--- config.mk ---
export PLATFORM = sky130hd
export DESIGN_NAME = mips_cp0_exception_unit_flat
export DESIGN_NICKNAME = d
export VERILOG_FILES = /design/src/mcp0_pkg.sv /design/src/mcp0_event_if.sv /design/src/mcp0_result_if.sv /design/src/mips_cp0_exception_unit.sv /design/src/mcp0_apb.sv /design/src/mcp0_core.sv /design/src/flat_wrapper.sv
export VERILOG_INCLUDE_DIRS = /design/src /design/src/src
export SDC_FILE = /design/constraint.sdc
export NUM_CORES = 1
export LEC_CHECK = 0
export ABC_AREA = 1
export BUFFER_PORTS_ARGS = -buffer_cell sky130_fd_sc_hd__clkbuf_2
export CAP_MARGIN = 20
export CORE_MARGIN = 8
export CORE_UTILIZATION = 50
export CTS_BUF_LIST = sky130_fd_sc_hd__clkbuf_4 sky130_fd_sc_hd__clkbuf_8
export CTS_CLUSTER_DIAMETER = 30
export CTS_CLUSTER_SIZE = 30
export DETAILED_ROUTE_END_ITERATION = 6
export PLACE_DENSITY = 0.7
export SLEW_MARGIN = 5
export SYNTH_ARGS = -nofsm -noshare
export SYNTH_HDL_FRONTEND = slang
export SYNTH_HIERARCHICAL = 1
export SYNTH_SLANG_ARGS = --single-unit
--- constraint.sdc ---
create_clock -name clk -period 19.7 [get_ports clk]
set_input_delay 3.94 -clock clk [delete_from_list [all_inputs] [get_ports clk]]
set_output_delay 3.94 -clock clk [all_outputs]
set_load 0.005 [all_outputs]
--- src/mips_cp0_exception_unit_assert.svh ---
// Assertion helpers shared by the CP0 exception unit sources.
`ifndef MIPS_CP0_EXCEPTION_UNIT_ASSERT_SVH
`define MIPS_CP0_EXCEPTION_UNIT_ASSERT_SVH

// Same-cycle implication, disabled while reset is asserted.
`define MCP0_ASSERT_IMP(name, clk, rst_n, ante, cons) \
    name: assert property (@(posedge clk) disable iff (!rst_n) (ante) |-> (cons)) \
        else $error("mcp0 assertion failed");

// Next-cycle implication, disabled while reset is asserted.
`define MCP0_ASSERT_NXT(name, clk, rst_n, ante, cons) \
    name: assert property (@(posedge clk) disable iff (!rst_n) (ante) |=> (cons)) \
        else $error("mcp0 assertion failed");

`endif

--- src/mcp0_pkg.sv ---
`default_nettype none

package mcp0_pkg;

    // APB register map
    localparam int unsigned APB_ADDR_W = 3;
    localparam int unsigned APB_DATA_W = 32;
    localparam logic        REG_IDX_INTR_DIS = 1'b0;  // word index in paddr[2]

    // Status / Cause bit positions
    localparam int unsigned ST_IE  = 0;
    localparam int unsigned ST_EXL = 1;
    localparam int unsigned ST_ERL = 2;
    localparam int unsigned ST_BEV = 22;
    localparam int unsigned IM_LO  = 8;
    localparam int unsigned IM_HI  = 15;
    localparam int unsigned EC_LO  = 2;
    localparam int unsigned EC_HI  = 6;
    localparam int unsigned CA_BD  = 31;
    localparam int unsigned TIMER_LINE = 7;

    localparam logic [31:0] STATUS_RESET = 32'h0040_0000;
    localparam logic [4:0]  INT_CAUSE_CODE = 5'd0;

    localparam logic [63:0] VEC_OFS  = 64'h0000_0000_0000_0180;
    localparam logic [63:0] VEC_BOOT = 64'hffff_ffff_bfc0_0200;
    localparam logic [63:0] VEC_NORM = 64'hffff_ffff_8000_0000;

    typedef enum logic [2:0] {
        OP_EXC          = 3'd0,
        OP_IRQ_CHECK    = 3'd1,
        OP_ERET         = 3'd2,
        OP_SET_LINES    = 3'd3,
        OP_TIMER_IRQ    = 3'd4,
        OP_WR_STATUS    = 3'd5,
        OP_WR_EPC       = 3'd6,
        OP_WR_ERROR_EPC = 3'd7
    } op_t;

    typedef struct packed {
        logic [2:0]  opcode;
        logic [4:0]  exc_cause;
        logic        in_delay_slot;
        logic [63:0] current_pc;
        logic [7:0]  irq_lines;
        logic [63:0] write_value;
    } evt_t;

    typedef struct packed {
        logic        redirect;
        logic [63:0] next_pc;
        logic        int_pending;
        logic [31:0] status;
        logic [31:0] cause;
        logic [63:0] epc;
    } res_t;

    typedef struct packed {
        logic [31:0] status;
        logic [31:0] cause;
        logic [63:0] epc;
        logic [63:0] error_epc;
        logic [7:0]  lines;
        logic        flag;
    } cp0_state_t;

    // Load Cause.IP from the latched lines and recompute the pending flag.
    function automatic cp0_state_t flag_update(cp0_state_t s);
        cp0_state_t r;
        r = s;
        r.cause[IM_HI:IM_LO] = s.lines;
        r.flag = s.status[ST_IE] && !s.status[ST_EXL] && !s.status[ST_ERL] &&
                 ((s.lines & s.status[IM_HI:IM_LO]) != 8'h00);
        return r;
    endfunction

    // EPC/BD are only captured when not already at exception level.
    function automatic cp0_state_t take_exc(cp0_state_t s, logic [4:0] code,
                                            logic bd, logic [63:0] pc);
        cp0_state_t r;
        r = s;
        r.cause = '0;
        r.cause[IM_HI:IM_LO] = s.cause[IM_HI:IM_LO];
        if (!s.status[ST_EXL])
        begin
            r.epc = pc;
            r.cause[CA_BD] = bd;
        end
        else
        begin
            r.cause[CA_BD] = s.cause[CA_BD];
        end
        r.cause[EC_HI:EC_LO] = code;
        r.status[ST_EXL] = 1'b1;
        r.flag = 1'b0;
        return r;
    endfunction

    function automatic logic [63:0] exc_vector(logic [31:0] status);
        return status[ST_BEV] ? (VEC_BOOT + VEC_OFS) : (VEC_NORM + VEC_OFS);
    endfunction

endpackage

`default_nettype wire

--- src/mcp0_event_if.sv ---
`default_nettype none

interface mcp0_event_if;
    logic        valid;
    logic        ready;
    logic [2:0]  opcode;
    logic [4:0]  exc_cause;
    logic        in_delay_slot;
    logic [63:0] current_pc;
    logic [7:0]  irq_lines;
    logic [63:0] write_value;

    modport source (
        output valid, opcode, exc_cause, in_delay_slot, current_pc, irq_lines, write_value,
        input  ready
    );
    modport sink (
        input  valid, opcode, exc_cause, in_delay_slot, current_pc, irq_lines, write_value,
        output ready
    );
endinterface

`default_nettype wire

--- src/mcp0_result_if.sv ---
`default_nettype none

interface mcp0_result_if;
    logic        valid;
    logic        ready;
    logic        redirect;
    logic [63:0] next_pc;
    logic        int_pending;
    logic [31:0] status_out;
    logic [31:0] cause_out;
    logic [63:0] epc_out;

    modport source (
        output valid, redirect, next_pc, int_pending, status_out, cause_out, epc_out,
        input  ready
    );
    modport sink (
        input  valid, redirect, next_pc, int_pending, status_out, cause_out, epc_out,
        output ready
    );
endinterface

`default_nettype wire

--- src/mips_cp0_exception_unit.sv ---
// An accepted event is held in the input register; its result is registered in the output register when it advances.
// Throughput: one event per cycle while the result channel is not stalled; each event updates CP0 state as it advances.
// The input register refills while a finished result waits in the output register.
// Reset (rst_n, async, active low): Status=BEV, Cause/EPC/ErrorEPC/lines/flag cleared,
// interrupts_disabled cleared, both register stages emptied.
`default_nettype none

`include "mips_cp0_exception_unit_assert.svh"

module mips_cp0_exception_unit (
    input  wire logic                                clk,
    input  wire logic                                rst_n,
    // APB configuration port
    input  wire logic                                psel,
    input  wire logic                                penable,
    input  wire logic                                pwrite,
    input  wire logic [mcp0_pkg::APB_ADDR_W-1:0]     paddr,
    input  wire logic [mcp0_pkg::APB_DATA_W-1:0]     pwdata,
    output logic      [mcp0_pkg::APB_DATA_W-1:0]     prdata,
    output logic                                     pready,
    // event and result channels
    mcp0_event_if.sink                               evt,
    mcp0_result_if.source                            res
);

    logic             intr_dis;

    // input register stage
    logic             evt_valid_reg;
    logic             evt_valid_next;
    mcp0_pkg::evt_t   evt_reg;
    logic             evt_take;

    // output register stage
    logic             res_valid_reg;
    logic             res_valid_next;
    mcp0_pkg::res_t   res_reg;
    mcp0_pkg::res_t   core_res;

    // advance: the event in the input register is applied to CP0 state and
    // its result lands in the output register in the same edge.
    logic             advance;

    mcp0_apb u_apb (
        .clk      (clk),
        .rst_n    (rst_n),
        .psel     (psel),
        .penable  (penable),
        .pwrite   (pwrite),
        .paddr    (paddr),
        .pwdata   (pwdata),
        .prdata   (prdata),
        .pready   (pready),
        .intr_dis (intr_dis)
    );

    mcp0_core u_core (
        .clk      (clk),
        .rst_n    (rst_n),
        .fire     (advance),
        .ev       (evt_reg),
        .intr_dis (intr_dis),
        .res      (core_res)
    );

    assign advance   = evt_valid_reg && (!res_valid_reg || res.ready);
    assign evt.ready = !evt_valid_reg || advance;
    assign evt_take  = evt.valid && evt.ready;

    always_comb
    begin
        evt_valid_next = evt_valid_reg;
        if (evt_take)
        begin
            evt_valid_next = 1'b1;
        end
        else if (advance)
        begin
            evt_valid_next = 1'b0;
        end
    end

    always_comb
    begin
        res_valid_next = res_valid_reg;
        if (advance)
        begin
            res_valid_next = 1'b1;
        end
        else if (res.ready)
        begin
            res_valid_next = 1'b0;
        end
    end

    always_ff @(posedge clk or negedge rst_n)
    begin
        if (!rst_n)
        begin
            evt_valid_reg <= 1'b0;
            res_valid_reg <= 1'b0;
        end
        else
        begin
            evt_valid_reg <= evt_valid_next;
            res_valid_reg <= res_valid_next;
        end
    end

    // payload registers, no reset needed
    always_ff @(posedge clk)
    begin
        if (evt_take)
        begin
            evt_reg.opcode        <= evt.opcode;
            evt_reg.exc_cause     <= evt.exc_cause;
            evt_reg.in_delay_slot <= evt.in_delay_slot;
            evt_reg.current_pc    <= evt.current_pc;
            evt_reg.irq_lines     <= evt.irq_lines;
            evt_reg.write_value   <= evt.write_value;
        end
        if (advance)
        begin
            res_reg <= core_res;
        end
    end

    assign res.valid       = res_valid_reg;
    assign res.redirect    = res_reg.redirect;
    assign res.next_pc     = res_reg.next_pc;
    assign res.int_pending = res_reg.int_pending;
    assign res.status_out  = res_reg.status;
    assign res.cause_out   = res_reg.cause;
    assign res.epc_out     = res_reg.epc;

    `MCP0_ASSERT_NXT(a_advance_fills_out, clk, rst_n,
        advance,
        res_valid_reg)
    `MCP0_ASSERT_NXT(a_stalled_result_held, clk, rst_n,
        res_valid_reg && !res.ready,
        res_valid_reg && $stable(res_reg))
    `MCP0_ASSERT_IMP(a_empty_input_ready, clk, rst_n,
        !evt_valid_reg,
        evt.ready)

endmodule

`default_nettype wire

--- src/mcp0_apb.sv ---
`default_nettype none

module mcp0_apb (
    input  wire logic                                clk,
    input  wire logic                                rst_n,
    input  wire logic                                psel,
    input  wire logic                                penable,
    input  wire logic                                pwrite,
    input  wire logic [mcp0_pkg::APB_ADDR_W-1:0]     paddr,
    input  wire logic [mcp0_pkg::APB_DATA_W-1:0]     pwdata,
    output logic      [mcp0_pkg::APB_DATA_W-1:0]     prdata,
    output logic                                     pready,
    output logic                                     intr_dis
);

    logic intr_dis_reg;
    logic intr_dis_next;
    logic wr_en;
    logic sel_intr_dis;

    assign pready       = 1'b1;
    assign sel_intr_dis = (paddr[mcp0_pkg::APB_ADDR_W-1] == mcp0_pkg::REG_IDX_INTR_DIS);
    assign wr_en        = psel && penable && pwrite && pready;

    always_comb
    begin
        intr_dis_next = intr_dis_reg;
        if (wr_en && sel_intr_dis)
        begin
            intr_dis_next = pwdata[0];
        end
    end

    always_ff @(posedge clk or negedge rst_n)
    begin
        if (!rst_n)
        begin
            intr_dis_reg <= 1'b0;
        end
        else
        begin
            intr_dis_reg <= intr_dis_next;
        end
    end

    always_comb
    begin
        prdata = '0;
        if (sel_intr_dis)
        begin
            prdata[0] = intr_dis_reg;
        end
    end

    assign intr_dis = intr_dis_reg;

endmodule

`default_nettype wire

--- src/mcp0_core.sv ---
`default_nettype none

`include "mips_cp0_exception_unit_assert.svh"

module mcp0_core (
    input  wire logic               clk,
    input  wire logic               rst_n,
    input  wire logic               fire,
    input  wire mcp0_pkg::evt_t     ev,
    input  wire logic               intr_dis,
    output mcp0_pkg::res_t          res
);

    mcp0_pkg::cp0_state_t state_reg;
    mcp0_pkg::cp0_state_t state_next;
    mcp0_pkg::cp0_state_t upd;
    mcp0_pkg::cp0_state_t tmp;
    logic                 redirect;
    logic [63:0]          npc;

    always_comb
    begin
        upd        = mcp0_pkg::flag_update(state_reg);
        tmp        = state_reg;
        state_next = state_reg;
        redirect   = 1'b0;
        npc        = '0;
        case (mcp0_pkg::op_t'(ev.opcode))
            mcp0_pkg::OP_EXC:
            begin
                state_next = mcp0_pkg::take_exc(state_reg, ev.exc_cause,
                                                ev.in_delay_slot, ev.current_pc);
                redirect   = 1'b1;
                npc        = mcp0_pkg::exc_vector(state_reg.status);
            end
            mcp0_pkg::OP_IRQ_CHECK:
            begin
                if (intr_dis)
                begin
                    state_next.flag = 1'b0;
                end
                else if (upd.flag)
                begin
                    state_next = mcp0_pkg::take_exc(upd, mcp0_pkg::INT_CAUSE_CODE,
                                                    1'b0, ev.current_pc);
                    redirect   = 1'b1;
                    npc        = mcp0_pkg::exc_vector(upd.status);
                end
                else
                begin
                    state_next = upd;
                end
            end
            mcp0_pkg::OP_ERET:
            begin
                // ERL takes priority over EXL
                if (state_reg.status[mcp0_pkg::ST_ERL])
                begin
                    tmp.status[mcp0_pkg::ST_ERL] = 1'b0;
                    npc = state_reg.error_epc;
                end
                else
                begin
                    tmp.status[mcp0_pkg::ST_EXL] = 1'b0;
                    npc = state_reg.epc;
                end
                redirect   = 1'b1;
                state_next = mcp0_pkg::flag_update(tmp);
            end
            mcp0_pkg::OP_SET_LINES:
            begin
                state_next.lines = ev.irq_lines;
            end
            mcp0_pkg::OP_TIMER_IRQ:
            begin
                tmp.lines[mcp0_pkg::TIMER_LINE] = 1'b1;
                state_next = mcp0_pkg::flag_update(tmp);
            end
            mcp0_pkg::OP_WR_STATUS:
            begin
                state_next.status = ev.write_value[31:0];
            end
            mcp0_pkg::OP_WR_EPC:
            begin
                state_next.epc = ev.write_value;
            end
            mcp0_pkg::OP_WR_ERROR_EPC:
            begin
                state_next.error_epc = ev.write_value;
            end
            default:
            begin
                state_next = state_reg;
            end
        endcase
    end

    always_ff @(posedge clk or negedge rst_n)
    begin
        if (!rst_n)
        begin
            state_reg.status    <= mcp0_pkg::STATUS_RESET;
            state_reg.cause     <= '0;
            state_reg.epc       <= '0;
            state_reg.error_epc <= '0;
            state_reg.lines     <= '0;
            state_reg.flag      <= 1'b0;
        end
        else if (fire)
        begin
            state_reg <= state_next;
        end
    end

    assign res.redirect    = redirect;
    assign res.next_pc     = npc;
    assign res.int_pending = state_next.flag;
    assign res.status      = state_next.status;
    assign res.cause       = state_next.cause;
    assign res.epc         = state_next.epc;

    `MCP0_ASSERT_NXT(a_exc_sets_exl, clk, rst_n,
        fire && (ev.opcode == mcp0_pkg::OP_EXC),
        state_reg.status[mcp0_pkg::ST_EXL] && !state_reg.flag)
    `MCP0_ASSERT_NXT(a_set_lines_quiet, clk, rst_n,
        fire && (ev.opcode == mcp0_pkg::OP_SET_LINES),
        (state_reg.cause == $past(state_reg.cause)) &&
        (state_reg.flag == $past(state_reg.flag)))
    `MCP0_ASSERT_NXT(a_idle_holds, clk, rst_n,
        !fire,
        $stable(state_reg))

endmodule

`default_nettype wire
--- src/flat_wrapper.sv ---
// flat-port wrapper written by rule: the top's interface ports become plain ports
module mips_cp0_exception_unit_flat 
  (clk, rst_n, psel, penable, pwrite, paddr, pwdata, prdata, pready, evt_valid, evt_opcode, evt_exc_cause, evt_in_delay_slot, evt_current_pc, evt_irq_lines, evt_write_value, evt_ready, res_valid, res_redirect, res_next_pc, res_int_pending, res_status_out, res_cause_out, res_epc_out, res_ready);
  mcp0_event_if evt_i ();
  mcp0_result_if res_i ();
  input  wire logic clk;
  input  wire logic rst_n;
  input  wire logic psel;
  input  wire logic penable;
  input  wire logic pwrite;
  input  wire logic [mcp0_pkg::APB_ADDR_W-1:0] paddr;
  input  wire logic [mcp0_pkg::APB_DATA_W-1:0] pwdata;
  output logic      [mcp0_pkg::APB_DATA_W-1:0] prdata;
  output logic pready;
  input wire logic [$bits(evt_i.valid)-1:0] evt_valid;
  input wire logic [$bits(evt_i.opcode)-1:0] evt_opcode;
  input wire logic [$bits(evt_i.exc_cause)-1:0] evt_exc_cause;
  input wire logic [$bits(evt_i.in_delay_slot)-1:0] evt_in_delay_slot;
  input wire logic [$bits(evt_i.current_pc)-1:0] evt_current_pc;
  input wire logic [$bits(evt_i.irq_lines)-1:0] evt_irq_lines;
  input wire logic [$bits(evt_i.write_value)-1:0] evt_write_value;
  output wire logic [$bits(evt_i.ready)-1:0] evt_ready;
  output wire logic [$bits(res_i.valid)-1:0] res_valid;
  output wire logic [$bits(res_i.redirect)-1:0] res_redirect;
  output wire logic [$bits(res_i.next_pc)-1:0] res_next_pc;
  output wire logic [$bits(res_i.int_pending)-1:0] res_int_pending;
  output wire logic [$bits(res_i.status_out)-1:0] res_status_out;
  output wire logic [$bits(res_i.cause_out)-1:0] res_cause_out;
  output wire logic [$bits(res_i.epc_out)-1:0] res_epc_out;
  input wire logic [$bits(res_i.ready)-1:0] res_ready;
  assign evt_i.valid = evt_valid;
  assign evt_i.opcode = evt_opcode;
  assign evt_i.exc_cause = evt_exc_cause;
  assign evt_i.in_delay_slot = evt_in_delay_slot;
  assign evt_i.current_pc = evt_current_pc;
  assign evt_i.irq_lines = evt_irq_lines;
  assign evt_i.write_value = evt_write_value;
  assign evt_ready = evt_i.ready;
  assign res_valid = res_i.valid;
  assign res_redirect = res_i.redirect;
  assign res_next_pc = res_i.next_pc;
  assign res_int_pending = res_i.int_pending;
  assign res_status_out = res_i.status_out;
  assign res_cause_out = res_i.cause_out;
  assign res_epc_out = res_i.epc_out;
  assign res_i.ready = res_ready;
  mips_cp0_exception_unit u_core (.clk(clk), .rst_n(rst_n), .psel(psel), .penable(penable), .pwrite(pwrite), .paddr(paddr), .pwdata(pwdata), .prdata(prdata), .pready(pready), .evt(evt_i), .res(res_i));
endmodule
==> results.py <==
metrics = {
    "status": {
        "run_status": "completed",
    },
    "global_routing": {
        "antenna_found_initial": 7,
        "pin_count_of_the_biggest_net_entering_global_routing": 98,
        "grt_pass1_vias": 16600,
        "gr-total-overflow": 0,
        "grt_pass1_wl_um": 93500,
        "all_layer_gr_usage_pct": 22.4,
    },
    "setup_path": {
        "crit_fanout": 3,
        "critical_path.top_delay_family": "buffers and inverters",
        "arrival_ns": 4.33,
        "cp_num_buf_inv": 3,
        "worst_r2r_path_depth": 9,
        "crit_path_end_kind": "primary output",
        "worst_setup_path_start_kind": "input pin",
        "critical_path_depth": 4,
        "slowest_stage": "clkbuf_2",
        "worstPathRequired_ns": 15.76,
        "highest_cell_delay_on_the_worst_timing_path_ns": 0.13,
        "crit_top_cell": "clkbuf_2",
        "worst-setup-path-type": "input pin to primary output",
        "cp_cell_sequence": "clkbuf_2, inv_2, nand3_2, clkbuf_2",
    },
    "timing": {
        "slew-limit-headroom_pct": 30.5,
        "finalCriticalPeriod_ns": 8.27,
        "highest_attainable_clock_frequency_mhz": 121,
        "clock_skew_ns": 0.0407,
        "final_max_slew_viol_count": 0,
        "timing.final.hold_violations": 0,
        "setup-violations-final": 0,
        "timing.setup.tns_ns": 0,
        "grt_setup_unrepaired": "no",
        "worst_slew_pin_slew_ns": 1.04,
        "final.period_utilization_pct": 42.0,
    },
    "logic_synthesis": {
        "seq_area_frac_synth_pct": 65.8,
        "netlist_instances": 2132,
        "number_of_synthesized_register_bits": 543,
        "synth_area_um2": 23200,
        "ys.warnings.count": 6,
        "postSynthAreaPerCell_um2": 10.9,
        "number_of_distinct_library_cell_variants_in_the_gate_level_netlist_after_synthesis": 30,
    },
    "die": {
        "placementRows": 79,
        "overall_die_area_um2": 53600,
        "fp.dieH_um": 232,
        "floorplan.die.width_um": 232,
        "start_util_pct": 50.3,
        "pin_count": 416,
        "coreArea_um2": 46300,
    },
    "finish": {
        "share_of_cells_above_drive_strength_1_pct": 29.6,
        "num-fill-cells": 3737,
        "largest_register_ffs": 201,
        "fin_util_pct": 58.7,
        "design.final.nets": 2575,
        "commonest_cells_after_routing_fill_and_taps_aside": "nand2_1 (789), clkbuf_2 (349), edfxtp_1 (339), dfrtp_1 (202), o21ai_0 (153)",
        "mostFrequentLayoutCell": "nand2_1",
        "syn_to_final_growth_pct": 16.8,
    },
    "cts": {
        "post_cts.repair.setup_buffers": 0,
        "postCtsResizedCells": 0,
        "clock-root-buffer": "clkbuf_8",
        "insertion_delay_of_the_later_clocked_pin_in_the_worst_skew_pair_ns": 0.71,
        "cts_max_level": 3,
        "cts_buffers": 118,
        "cts_hold_repair.buffers": 0,
        "cts_tree": "done",
        "clock_sinks": 543,
        "clockBufferDepth": 3,
        "cts.reportedPaths.clkPinSlew_ns": 0.06,
    },
    "pwr": {
        "power_density_nw_per_um2": 127,
        "vdd.ir_drop.worst_v": 0.0000894,
        "power_leakage_nw": 12.4,
    },
    "placed_design": {
        "port_buffers": 350,
        "globalplace.congestion": 0.807,
        "post-dp-hpwl_um": 37400,
    },
    "drt": {
        "wirelength_um": 61300,
        "post-route-drc-count": 0,
        "wl_per_cell_um": 19.7,
        "drt_iter0_drc": 1204,
        "route.detailed.vias_per_inst": 5.19,
        "detailed_route_via_count": 16100,
        "antenna_left": 0,
        "detailedRoute.firstPassIterationCount": 6,
    },
    "run": {
        "cap_viol_max_count": 0,
    },
    "worst_hold_path": {
        "whs_path_depth": 1,
        "hold_class": "flop to flop",
    },
}
==> final timing paths <==
| check | from | end | slack (ns) |
|---|---|---|---|
| min in group asynchronous | rst_n | u_core/u_core/state_reg[147]$_DFFE_PN0P_ | 3.23 |
| worst min-delay path | u_core/evt_reg[66]$_DFFE_PP_ | u_core/u_core/state_reg[3]$_DFFE_PN0P_ | 0.48 |
| max in group asynchronous | rst_n | u_core/u_core/state_reg[164]$_DFFE_PN0P_ | 14.24 |
| worst max register to register | u_core/u_core/state_reg[171]$_DFFE_PN0P_ | u_core/u_core/state_reg[161]$_DFFE_PN0P_ | 15.56 |
| worst min register to register | u_core/evt_reg[66]$_DFFE_PP_ | u_core/u_core/state_reg[3]$_DFFE_PN0P_ | 0.48 |
| worst max-delay path | res_ready | evt_ready | 11.43 |
==> through the flow <==
stage	power [mW]	hold slack (ns)	instance area (µm²)	setup slack [ns]	cells
2_1_floorplan	1.94	0.449	23400	3.94	2162
3_3_place_gp	2.02	0.463	24400	11.45	2875
3_5_place_dp	2.05	0.476	24400	11.43	2875
4_1_cts	3.47	0.481	27100	11.43	3101
5_1_grt	3.60	0.502	27100	11.39	3103
6_report	3.44	0.481	27200	11.43	3104
==> power by group <==
group / leakage (nW) / internal [mW] / total [mW] / switching (mW)
clock: 1.42 / 0.853 / 1.40 / 0.548
sequential: 5.90 / 1.43 / 1.54 / 0.111
combinational: 5.09 / 0.176 / 0.492 / 0.316
total: 12.4 / 2.46 / 3.44 / 0.975
==> synthesized netlist by cell type (all sizes together) <==
cell type	count	area (µm²)
o31ai	1	7.51
o211ai	9	67.6
nand2	791	2970
dfstp	1	26.3
buf	208	1500
inv	115	432
clkbuf	54	203
a31oi	8	50.1
conb	2	7.51
o21ai	158	795
or2	1	6.26
clkinv	1	3.75
a21oi	23	115
nor2	60	250
nand3	83	726
edfxtp	339	10200
nand4	4	25.0
o2111ai	2	17.5
dfrtp	203	5080
mux2	69	777
==> layer usage <==
layer	vias to the layer above	share of wire [%]	track usage, %
met5	-	0.087	0
met4	8	2.5	8.87
met3	135	8.1	5.88
met2	742	50	37.5
met1	7859	39	27.6
li1	7376	-	-
==> area by class of cell <==
cell class	count	area (µm²)	area share, %
clock buffer	146	1910	7.03
multi-input combinational	1241	5970	22.0
tap	607	759	2.80
sequential	543	15300	56.3
inverter	116	444	1.64
clock inverter	80	873	3.22
antenna	3	7.51	0.0276
timing repair buffer	368	1900	6.99
==> logic make-up (layout without fill, tap and decap cells) <==
logic type	after synthesis	in the layout	share of synthesized area, %
AOI/OAI and AO/OA	201	201	4.53
buffers and inverters	378	710	9.21
other	2	35	0.0323
DFF	543	543	65.8
and+or+nand+nor	939	939	17.1
muxes	69	69	3.34
Note: power is estimated with default switching activity, not from simulation.
